### src/rtl/core/pip_pkg.sv
`timescale 1ns / 1ps
// ----------------------------------------------------------------------------
// pip_pkg: shared types and constants of the point-in-polygon tester
// Table depth, item kinds, vertex and edge request types.
// ----------------------------------------------------------------------------
package pip_pkg;

    localparam int MAX_VERTICES = 64;
    localparam int IDX_W        = $clog2(MAX_VERTICES);
    localparam int CNT_W        = $clog2(MAX_VERTICES + 1);
    localparam int SCAN_LAST    = MAX_VERTICES + 2;
    localparam int STEP_W       = $clog2(SCAN_LAST + 1);

    localparam int COORD_W = 24;
    localparam int OFS_W   = COORD_W + 1;
    localparam int SQ_W    = 2 * COORD_W + 1;
    localparam int D2_W    = SQ_W + 1;
    localparam int RAD_W   = 51;

    localparam logic [1:0] KIND_ADD  = 2'd0;
    localparam logic [1:0] KIND_TEST = 2'd1;
    localparam logic [1:0] KIND_MOVE = 2'd2;

    typedef struct packed {
        logic signed [OFS_W-1:0] dx;
        logic signed [OFS_W-1:0] dy;
    } t_vertex;

    typedef struct packed {
        logic    valid;
        t_vertex vi;
        t_vertex vj;
    } t_edge_req;

endpackage

### src/rtl/core/pip_cell.sv
`timescale 1ns / 1ps
// ----------------------------------------------------------------------------
// pip_cell: one vertex slot of the circulating vertex ring
// Loads a new vertex on an add, takes its neighbor's vertex on a shift.
// ----------------------------------------------------------------------------
module pip_cell
    import pip_pkg::*;
(
    input  logic    i_clk,
    input  logic    i_shift,
    input  logic    i_load,
    input  t_vertex i_load_vtx,
    input  t_vertex i_next_vtx,
    output t_vertex o_vtx
);

    t_vertex r_vtx;

    always_ff @(posedge i_clk) begin
        if (i_load) begin
            r_vtx <= i_load_vtx;
        end else if (i_shift) begin
            r_vtx <= i_next_vtx;
        end
    end

    assign o_vtx = r_vtx;

endmodule

### config.mk
export PLATFORM = sky130hd
export DESIGN_NAME = pip_cell
export DESIGN_NICKNAME = d
export VERILOG_FILES = /design/src/rtl/core/pip_pkg.sv /design/src/rtl/core/pip_cell.sv
export SDC_FILE = /design/constraint.sdc
export NUM_CORES = 1
export LEC_CHECK = 0
export ABC_AREA = 1
export CELL_PAD_IN_SITES_DETAIL_PLACEMENT = 2
export CELL_PAD_IN_SITES_GLOBAL_PLACEMENT = 2
export CORE_MARGIN = 2
export CORE_UTILIZATION = 33
export CTS_CLUSTER_DIAMETER = 60
export DETAILED_ROUTE_END_ITERATION = 7
export DONT_BUFFER_PORTS = 1
export PLACE_DENSITY_LB_ADDON = 0.1
export SYNTH_ARGS = -nofsm -noshare
export SYNTH_HDL_FRONTEND = slang
export SYNTH_SLANG_ARGS = --single-unit
export TNS_END_PERCENT = 1
### constraint.sdc
create_clock -name i_clk -period 1.56 [get_ports i_clk]
set_clock_uncertainty 0.15 [all_clocks]
set_input_delay 0.078 -clock i_clk [delete_from_list [all_inputs] [get_ports i_clk]]
set_output_delay 0.078 -clock i_clk [all_outputs]
set_load 0.005 [all_outputs]
==> flow_summary_export.csv, run 1 <==
group,metric,value,unit
outcome,status,"did not finish",
outcome,haltStage,"clock tree synthesis",
outcome,error,"[ERROR RSZ-0060] Max buffer count reached.",
synthesis,synth_warnings,0,
synthesis,async_flop_share,0,
synthesis,synth_cells,213,
place,dp_hpwl,3940,um
synthesis,yosys-top-cells-area,"edfxtp_1 69%, nand2_1 26%, buf_6 3.1%",
synthesis,yosys_register_bits,50,
floorplanning,start_util,0.342,
floorplanning,die_h,85.4,um
place,gp_congestion,0.716,
synthesis,ys_types,6,
synthesis,synth_compound_area_frac,0,
clock_tree,postCtsSetupBuffers,0,
place,portBuffers,0,
synthesis,synth_xor_xnor_area_share,0,
place,place_ws,0.324,ns
synthesis,yosysTopAreaCell,"edfxtp_1",
synthesis,syn_avg_cell_area,10.3,um2
synthesis,ys.flop_type,"edfxtp_1",
clock_tree,root_buffer,"clkbuf_8",
clock_tree,numCtsBuffers,5,
clock_tree,hold_buffers,101,
synthesis,netlist_area,2180,um2
synthesis,synth_top_area_share,0.687,
synthesis,synthSimpleGateAreaFrac,0.261,
floorplanning,placementRows,29,
clock_tree,cts_max_level,2,
synthesis,synth_top_family_by_area,"simple AND/OR/NAND/NOR gates",
synthesis,ys_seq_area_frac,0.687,
synthesis,synth_nets,316,
floorplanning,die_x,85.4,um
synthesis,yosysMostFrequentCell,"nand2_1",
clock_tree,cts_resized,0,
floorplanning,io_pins,153,
clock_tree,clockBufferDepth,2,
synthesis,synthTopCellsByCount,"150 x nand2_1, 50 x edfxtp_1, 6 x buf_6, 5 x buf_4",
synthesis,synth_fa_ha_area_frac,0,
clock_tree,cts_sinks,50,
synthesis,synth_edf_count,50,
synthesis,muxShareOfSynthArea,0,
==> cells by family after synthesis <==
group / Yosys count
buffers and inverters: 12
DFF: 50
and+or+nand+nor: 151
==> per-stage QoR <==
stage	instance area [um2]	std cells
detailed placement	2180	280
floorplan	2180	213
global placement	2180	280
==> inputs of run 2 (changes only) <==
- CELL_PAD_IN_SITES_DETAIL_PLACEMENT: 2 -> unset
- CELL_PAD_IN_SITES_GLOBAL_PLACEMENT: 2 -> unset
- CORE_UTILIZATION: 33 -> 30
- CTS_CLUSTER_DIAMETER: 60 -> unset
- PLACE_DENSITY_LB_ADDON: 0.1 -> 0.15
==> run 2 against run 1 <==
The flow now finishes without violations. Synthesized cell count unchanged. Synthesized area unchanged.
==> flow_summary_export.csv, run 2 <==
group,metric,value,unit
synthesis,synth_top_area_share,0.687,
synthesis,synthTopCellsByCount,"150 x nand2_1, 50 x edfxtp_1, 6 x buf_6, 5 x buf_4",
routing,ant_nets,0,
timing,rsz0062_at_grt,"no",
floorplanning,start_util,0.306,
outcome,status,"finished, final reports clean",
routing,vias_per_cell,4.28,
timing,hold_slack,0.203,ns
synthesis,yosysMostFrequentCell,"nand2_1",
synthesis,ys_types,6,
synthesis,synth_nets,316,
power,peakVddDrop,0.309,mV
place,placed_cells,302,
clock_tree,cts_max_level,2,
finish,multi_input_area,569,um2
grt,grt_pass1_wl,7410,um
synthesis,netlist_area,2180,um2
place,place_area,2220,um2
power,p_total,2.83,mW
timing,fmax,712,MHz
synthesis,ys_seq_area_frac,0.687,
finish,final_core_util,0.462,
finish,register_area,1500,um2
routing,routed_wl,5330,um
floorplanning,die_x,89.3,um
worst_setup_path,critPathLaunch,"i_next_vtx[31]",
worst_setup_path,start_kind,"input port",
floorplanning,design.die.area,7980,um2
worst_setup_path,crit_type,"in2reg",
clock_tree,hold_buffers,100,
finish,diodes,0,
routing,drt-pass1-iter-count,4,
min_path,hp-class,"in2reg",
grt,grt_antenna_before_repair,0,
grt,grt_start_max_net_pins,53,
finish,nets,413,
floorplanning,io_pins,153,
worst_setup_path,required,1.45,ns
floorplanning,placementRows,31,
finish,final_cells,409,
finish,stdcell_area,3300,um2
power,power_density,859,nW/um2
finish,layout-drive-gt1-share,0.0258,
timing,setup_viol,0,
finish,layout_common_cells,"150 x nand2_1, 100 x dlygate4sd3_1, 50 x edfxtp_1, 5 x clkbuf_8, 2 x clkbuf_1",
run,maxCapViolCount,0,
routing,drtIter0Drc,88,
grt,grt_pass1_vias,1653,
clock_tree,numCtsBuffers,5,
timing,hold_viol_final,0,
worst_setup_path,cp.arrival,1.30,ns
timing,final.period_utilization,0.900,
synthesis,syn_avg_cell_area,10.3,um2
finish,final_common_cell,"nand2_1",
clock_tree,root_buffer,"clkbuf_8",
worst_setup_path,cp-end-kind,"register",
routing,vias,1749,
synthesis,synth_edf_count,50,
clock_tree,cts_sinks,50,
synthesis,ys.flop_type,"edfxtp_1",
timing,layout_min_cycle_time,1.40,ns
synthesis,synth_warnings,0,
floorplanning,die_h,89.3,um
place,place_ws,0.514,ns
grt,grt_util_all_layers,0.121,
grt,grt-ovfl-total,0,
finish,syn_to_final_growth,51.1,%
clock_tree,postCtsSetupBuffers,0,
clock_tree,clockBufferDepth,2,
place,gp_congestion,0.661,
routing,routedWlPerCell,13.0,um
timing,setup_slack,0.156,ns
place,portBuffers,0,
clock_tree,cts_tree,"done",
timing,relSlewSlack,0.766,
synthesis,yosysTopAreaCell,"edfxtp_1",
floorplanning,coreArea,7140,um2
power,leakagePower,1.45,nW
synthesis,synth_cells,213,
clock_tree,clk_pin_slew,0.08,ns
synthesis,yosys_register_bits,50,
finish,largest_register_ffs,50,
finish,fill_cells,669,
timing,slew_violations,0,
timing,worst-slew-pin-transition,0.351,ns
synthesis,async_flop_share,0,
min_path,hold_start,"i_shift",
worst_setup_path,crit_fanout,1,
synthesis,yosys-top-cells-area,"edfxtp_1 69%, nand2_1 26%, buf_6 3.1%",
routing,drcViolationCount,0,
clock_tree,cts_resized,0,
timing,setup_tns,0,ns
[run 2: cell counts after synthesis]
No cell type changed its count.
[run 2: worst paths after layout]
path	to	slack [ns]	cells past startpoint
worst max-delay path	o_vtx[31]	0.16	4
worst min-delay path	o_vtx[26]	0.20	2
[run 2: critical path, cell delays in order]
cell           delay, ns
dlygate4sd3_1       0.54
nand2_1             0.08
nand2_1             0.05
dlygate4sd3_1       0.54
[run 2: layer usage]
layer | vias to the layer above | part of all wire | GRT usage
met2 | 94 | 0.51 | 0.221
li1 | 871 | - | -
met1 | 775 | 0.37 | 0.127
met5 | - | 0 | 0
met4 | 0 | 0.018 | 0.0407
met3 | 9 | 0.094 | 0.0489
[run 2: cells by family after synthesis]
| kind of cell | after synthesis | synth area share |
|---|---|---|
| DFF | 50 | 0.687 |
| and+or+nand+nor | 151 | 0.261 |
| buffers and inverters | 12 | 0.0521 |
[run 2: final cells by class]
type | count | share of cell area
multi-input combinational | 151 | 0.172
inverter | 1 | 0.00265
tap | 99 | 0.0375
sequential | 50 | 0.455
timing repair buffer | 101 | 0.309
clock buffer | 7 | 0.0231
[run 2: report_power, final]
part	internal [mW]	switching [mW]
logic	0.259	0.141
clock network	0.310	0.388
registers	1.65	0.0822
total	2.22	0.611
(Power assumes the default switching activity.)
