`src/rtl/core/pip_pkg.sv`:
```
`timescale 1ns / 1ps
// ----------------------------------------------------------------------------
// pip_pkg: shared types and constants of the point-in-polygon tester
// Table depth, item kinds, vertex and edge request types.
// ----------------------------------------------------------------------------
package pip_pkg;

    localparam int MAX_VERTICES = 64;
    localparam int IDX_W        = $clog2(MAX_VERTICES);
    localparam int CNT_W        = $clog2(MAX_VERTICES + 1);
    localparam int SCAN_LAST    = MAX_VERTICES + 2;
    localparam int STEP_W       = $clog2(SCAN_LAST + 1);

    localparam int COORD_W = 24;
    localparam int OFS_W   = COORD_W + 1;
    localparam int SQ_W    = 2 * COORD_W + 1;
    localparam int D2_W    = SQ_W + 1;
    localparam int RAD_W   = 51;

    localparam logic [1:0] KIND_ADD  = 2'd0;
    localparam logic [1:0] KIND_TEST = 2'd1;
    localparam logic [1:0] KIND_MOVE = 2'd2;

    typedef struct packed {
        logic signed [OFS_W-1:0] dx;
        logic signed [OFS_W-1:0] dy;
    } t_vertex;

    typedef struct packed {
        logic    valid;
        t_vertex vi;
        t_vertex vj;
    } t_edge_req;

endpackage

```
`src/rtl/core/pip_edge.sv`:
```
`timescale 1ns / 1ps
// ----------------------------------------------------------------------------
// pip_edge: pipelined edge crossing evaluator
// Three stages: straddle test and differences, cross products, compare and
// toggle of the even-odd parity.
// ----------------------------------------------------------------------------
module pip_edge
    import pip_pkg::*;
(
    input  logic                    i_clk,
    input  logic                    i_rst_n,
    input  logic                    i_clear,
    input  t_edge_req               i_req,
    input  logic signed [OFS_W-1:0] i_dx,
    input  logic signed [OFS_W-1:0] i_dy,
    output logic                    o_parity
);

    localparam int DIF_W = OFS_W + 1;
    localparam int PRD_W = 2 * DIF_W;

    logic signed [DIF_W-1:0] n_a, n_b, n_c, n_d;
    logic                    n_hit;
    logic                    r_v1, r_up1;
    logic signed [DIF_W-1:0] r_a, r_b, r_c, r_d;
    logic                    r_v2, r_up2;
    logic signed [PRD_W-1:0] r_lhs, r_rhs;
    logic                    r_parity;
    logic                    n_cross;

    always_comb begin
        n_hit = ((i_req.vi.dy < i_dy) && (i_req.vj.dy >= i_dy)) ||
                ((i_req.vj.dy < i_dy) && (i_req.vi.dy >= i_dy));
        n_a   = DIF_W'(i_dy) - DIF_W'(i_req.vi.dy);
        n_b   = DIF_W'(i_req.vj.dx) - DIF_W'(i_req.vi.dx);
        n_c   = DIF_W'(i_dx) - DIF_W'(i_req.vi.dx);
        n_d   = DIF_W'(i_req.vj.dy) - DIF_W'(i_req.vi.dy);
    end

    always_ff @(posedge i_clk) begin
        if (!i_rst_n) begin
            r_v1 <= 1'b0;
            r_v2 <= 1'b0;
        end else begin
            r_v1 <= i_req.valid && n_hit && !i_clear;
            r_v2 <= r_v1 && !i_clear;
        end
        r_up1 <= i_req.vj.dy > i_req.vi.dy;
        r_a   <= n_a;
        r_b   <= n_b;
        r_c   <= n_c;
        r_d   <= n_d;
        r_up2 <= r_up1;
        r_lhs <= r_a * r_b;
        r_rhs <= r_c * r_d;
    end

    // flip the inequality when the edge runs downward
    assign n_cross = r_up2 ? (r_lhs < r_rhs) : (r_lhs > r_rhs);

    always_ff @(posedge i_clk) begin
        if (!i_rst_n) begin
            r_parity <= 1'b0;
        end else if (i_clear) begin
            r_parity <= 1'b0;
        end else if (r_v2 && n_cross) begin
            r_parity <= !r_parity;
        end
    end

    assign o_parity = r_parity;

endmodule

```
`config.mk`:
```
export PLATFORM = sky130hd
export DESIGN_NAME = pip_edge
export DESIGN_NICKNAME = d
export VERILOG_FILES = /design/src/rtl/core/pip_pkg.sv /design/src/rtl/core/pip_edge.sv
export SDC_FILE = /design/constraint.sdc
export NUM_CORES = 2
export LEC_CHECK = 0
export ABC_AREA = 1
export BUFFER_PORTS_ARGS = -buffer_cell sky130_fd_sc_hd__buf_2
export CAP_MARGIN = 20
export CORE_ASPECT_RATIO = 0.9
export CORE_MARGIN = 2
export CORE_UTILIZATION = 38
export CTS_BUF_LIST = sky130_fd_sc_hd__clkbuf_8 sky130_fd_sc_hd__clkbuf_16
export CTS_CLUSTER_DIAMETER = 40
export CTS_CLUSTER_SIZE = 40
export DETAILED_ROUTE_END_ITERATION = 10
export GPL_ROUTABILITY_DRIVEN = 0
export REMOVE_ABC_BUFFERS = 1
export SLEW_MARGIN = 20
export SYNTH_ARGS = -nofsm -noshare
export SYNTH_HDL_FRONTEND = slang
export SYNTH_SLANG_ARGS = --single-unit
```
`constraint.sdc`:
```
create_clock -name i_clk -period 6.81 [get_ports i_clk]
set_input_delay 0.681 -clock i_clk [delete_from_list [all_inputs] [get_ports i_clk]]
set_output_delay 0.681 -clock i_clk [all_outputs]
set_load 0.05 [all_outputs]
```
==> metrics.md <==
| Metric | Value |
|---|---|
| Status | `finished clean` |
| Largest net degree at the start of global routing | `27` |
| Slowest-stage cell, CP | `fa_1` |
| Max-slew violations | `0` |
| Worst R2R Setup Slack | `between 100 and 150 ps` |
| Worst R2R Start | `r_a[7]$_DFF_P_` |
| Pre-antenna DRT Iters | `8` |
| DIE WIDTH | `approximately 430 um` |
| Arrival @ worst endpoint | `between 7000 and 8000 ps` |
| CP required | `7310 ps` |
| Synth Instances | `just under 8000` |
| FF+latch count, synth | `between 200 and 250` |
| Core area | `0.164 mm2` |
| Dpl cells | `a little under 10000` |
| Crit Path Category | `flop to flop` |
| Fillcell total | `around 16000` |
| Clk root buf | `clkbuf_16` |
| CP max FO | `18` |
| Clock tree buffer depth | `3` |
| Ys async rst share | `0%` |
| GR Util met1 | `about 30%` |
| Final worst-path cycle share | `97.9%` |
| Hold Vio Cnt, Final | `0` |
| Hold-fix buffers, CTS | `0` |
| Pre-CTS setup slack | `-79.7 ps` |
| Multi-input gate area | `~0.049 mm2` |
| Finished Layout Cells | `between 10000 and 15000` |
| Gr usage total | `a little under a quarter` |
| CP endpoint kind | `flop` |
| Rel. slew slack | `41.3%` |
| Clk sink count | `approximately 210` |
| Remaining Overflow, GRT | `0` |
| Hold crit path type | `flop to flop` |
| CP peak stage delay | `530 ps` |
| Crit start category | `flop` |
| GRT met2 Usage | `37.0%` |
| Final Worst Setup Slack | `140 ps` |
| Hpwl dp | `~160000 um` |
| FP Rows | `around 140` |
| Wire per inst | `about 18 um` |
| FMAX | `between 0.1 and 0.15 GHz` |
| FF+latch area | `roughly 0.0043 mm2` |
| Worst hold slack | `between 300 and 400 ps` |
| TritonCTS clock tree | `yes` |
| H-tree depth | `2` |
| Setup Skew | `approximately 40 ps` |
| Dominant synthesized flop cell | `dfxtp_1` |
| Vias in the first global route | `between 50000 and 60000` |
| Vias per std cell | `between 4 and 5` |
| Setup Viol. Count Final | `0` |
| # Max-Cap Violations | `0` |
| Vias | `about 49000` |
| Nets | `approximately 10000` |
| Share of the yosys chip area belonging to registers | `6.82%` |
| Initial Util | `38.2%` |
| Initial antenna violation count | `11` |
| I/O pin total | `roughly 160` |
| Synth Cell Area | `about 0.063 mm2` |
| Syn Area/Cell | `between 8 and 9 um2` |
| Port Buffer Count | `154` |
| Area Growth Syn to Fin | `10.4%` |
| Post-Route WL | `between 150000 and 200000 um` |
| CTS clock-pin slew for the worst setup and hold paths | `~50 ps` |
| Post-synth EDFFs | `0` |
| DRT iter0 DRCs | `approximately 3400` |
| Layout cells sized above 1 | `8.27%` |
| Clock buffer count from CTS | `48` |
| GR met3 Demand/Resource | `between 3 and 4%` |
| Die height | `~390 um` |
| Critical path origin | `r_a[7]$_DFF_P_` |
| Worst-Skew Late Latency | `~630 ps` |
| Worst Max-Slew Pin Slew | `just under 900 ps` |
| Grt peak-use layer | `met2` |
| Post-synthesis cell type count | `between 50 and 60` |
| DRC | `0` |
| Global-route wire length before repair | `slightly below 300000 um` |
| HP Start | `r_up1$_DFF_P_` |
| Final setup TNS | `0 ps` |
| Full die area | `between 0.15 and 0.2 mm2` |
| Synth Warn # | `0` |
| Most used cell, CP | `inv_1` |
| ANT nets after route | `0` |
| Minimum clock period | `between 6000 and 7000 ps` |
## kinds of logic (layout without fill, tap and decap cells)
logic type	Yosys count	count (layout)	synth area share, %
compound gates	518	518	5.03
xor+xnor	210	210	2.94
fa+ha+maj	1895	1895	55.0
buf+inv	2646	2813	15.9
flops	213	213	6.82
other cells	0	6	0
simple gates	2247	2247	14.3
## synth_stat cells (13+ instances only)
cell type	instances	area (um2)
nand3_1	95	475
nand4_1	28	175
a21oi_1	219	1100
o21ai_0	111	556
xor2_1	124	1090
o21ai_1	18	90.1
nand2_2	13	81.3
a21o_1	27	203
o21bai_1	18	135
nor2_1	275	1030
nand2_1	1738	6520
nor3_1	23	115
inv_1	2329	8740
fa_1	1424	28500
clkbuf_1	307	1150
o21ai_2	14	123
ha_1	471	5890
nor4_1	15	93.8
xnor2_1	86	753
a31oi_1	34	213
a21oi_2	13	114
dfxtp_1	213	4260
## repair_timing
action	4_1_cts	5_1_grt
endpoints found under the hold margin	0	0
endpoints found under the setup margin	4	39
cloned	0	1
setup buffers	0	9
gates resized for setup	2	90
pin swaps	0	10
## state kept, by name (all words and copies together), names as in the netlist, 26 cells and up
signal / cells
r_lhs: 52
r_b: 26
r_a: 26
r_d: 26
r_c: 26
r_rhs: 52
## layout make-up
cell class / instances / share of cell area [%]
Antenna cell: 6 / 0.0217
Clock buffer: 53 / 1.84
Clock inverter: 37 / 0.578
Inverter: 2336 / 12.7
Multi-Input combinational cell: 4870 / 70.3
Sequential cell: 213 / 6.21
Tap cell: 2145 / 3.89
Timing Repair Buffer: 387 / 4.45
## routing by layer
layer / wire, um / vias to the layer above
li1: - / 22300
met4: 9640 / 10
met5: 61 / -
met1: 75400 / 24500
met2: 86000 / 1797
met3: 13000 / 352
## placed cells by master, fill, tap and decap left out, types with 17 or more instances in the layout
cell type     n
inv_1      2326
nand2_1    1737
fa_1       1415
ha_1        464
nor2_1      264
a21oi_1     215
dfxtp_1     193
buf_4       184
buf_2       155
xor2_1      124
o21ai_0     108
nand3_1      94
xnor2_1      86
clkbuf_16    48
buf_12       42
a31oi_1      32
nand4_1      28
a21o_1       27
nor3_1       22
nor2_2       21
dfxtp_2      19
o21bai_1     18
o21ai_1      18
a21oi_2      17
## stage by stage
stage,utilization [%],area [um2]
6_report,42.1,69100
5_1_grt,42.1,69100
4_1_cts,41.9,68700
3_5_place_dp,40.9,67000
3_3_place_gp,40.9,67000
2_1_floorplan,-,61400
## critical path, delay by kind of cell (launching register included)
family	cells	cell delay [ps]
flops	1	480
compound gates	2	350
buf+inv	10	850
simple gates	6	870
fa+ha+maj	8	3860
xor+xnor	1	140
## worst paths after layout
check	endpoint	cells past startpoint
max	r_lhs[48]$_DFF_P_	27
max reg2reg	r_lhs[48]$_DFF_P_	27
min	r_up2$_DFF_P_	0
min reg2reg	r_up2$_DFF_P_	0
Power is not shown: default switching activity piles up to over one toggle a cycle in this logic, so the estimate is an artifact.
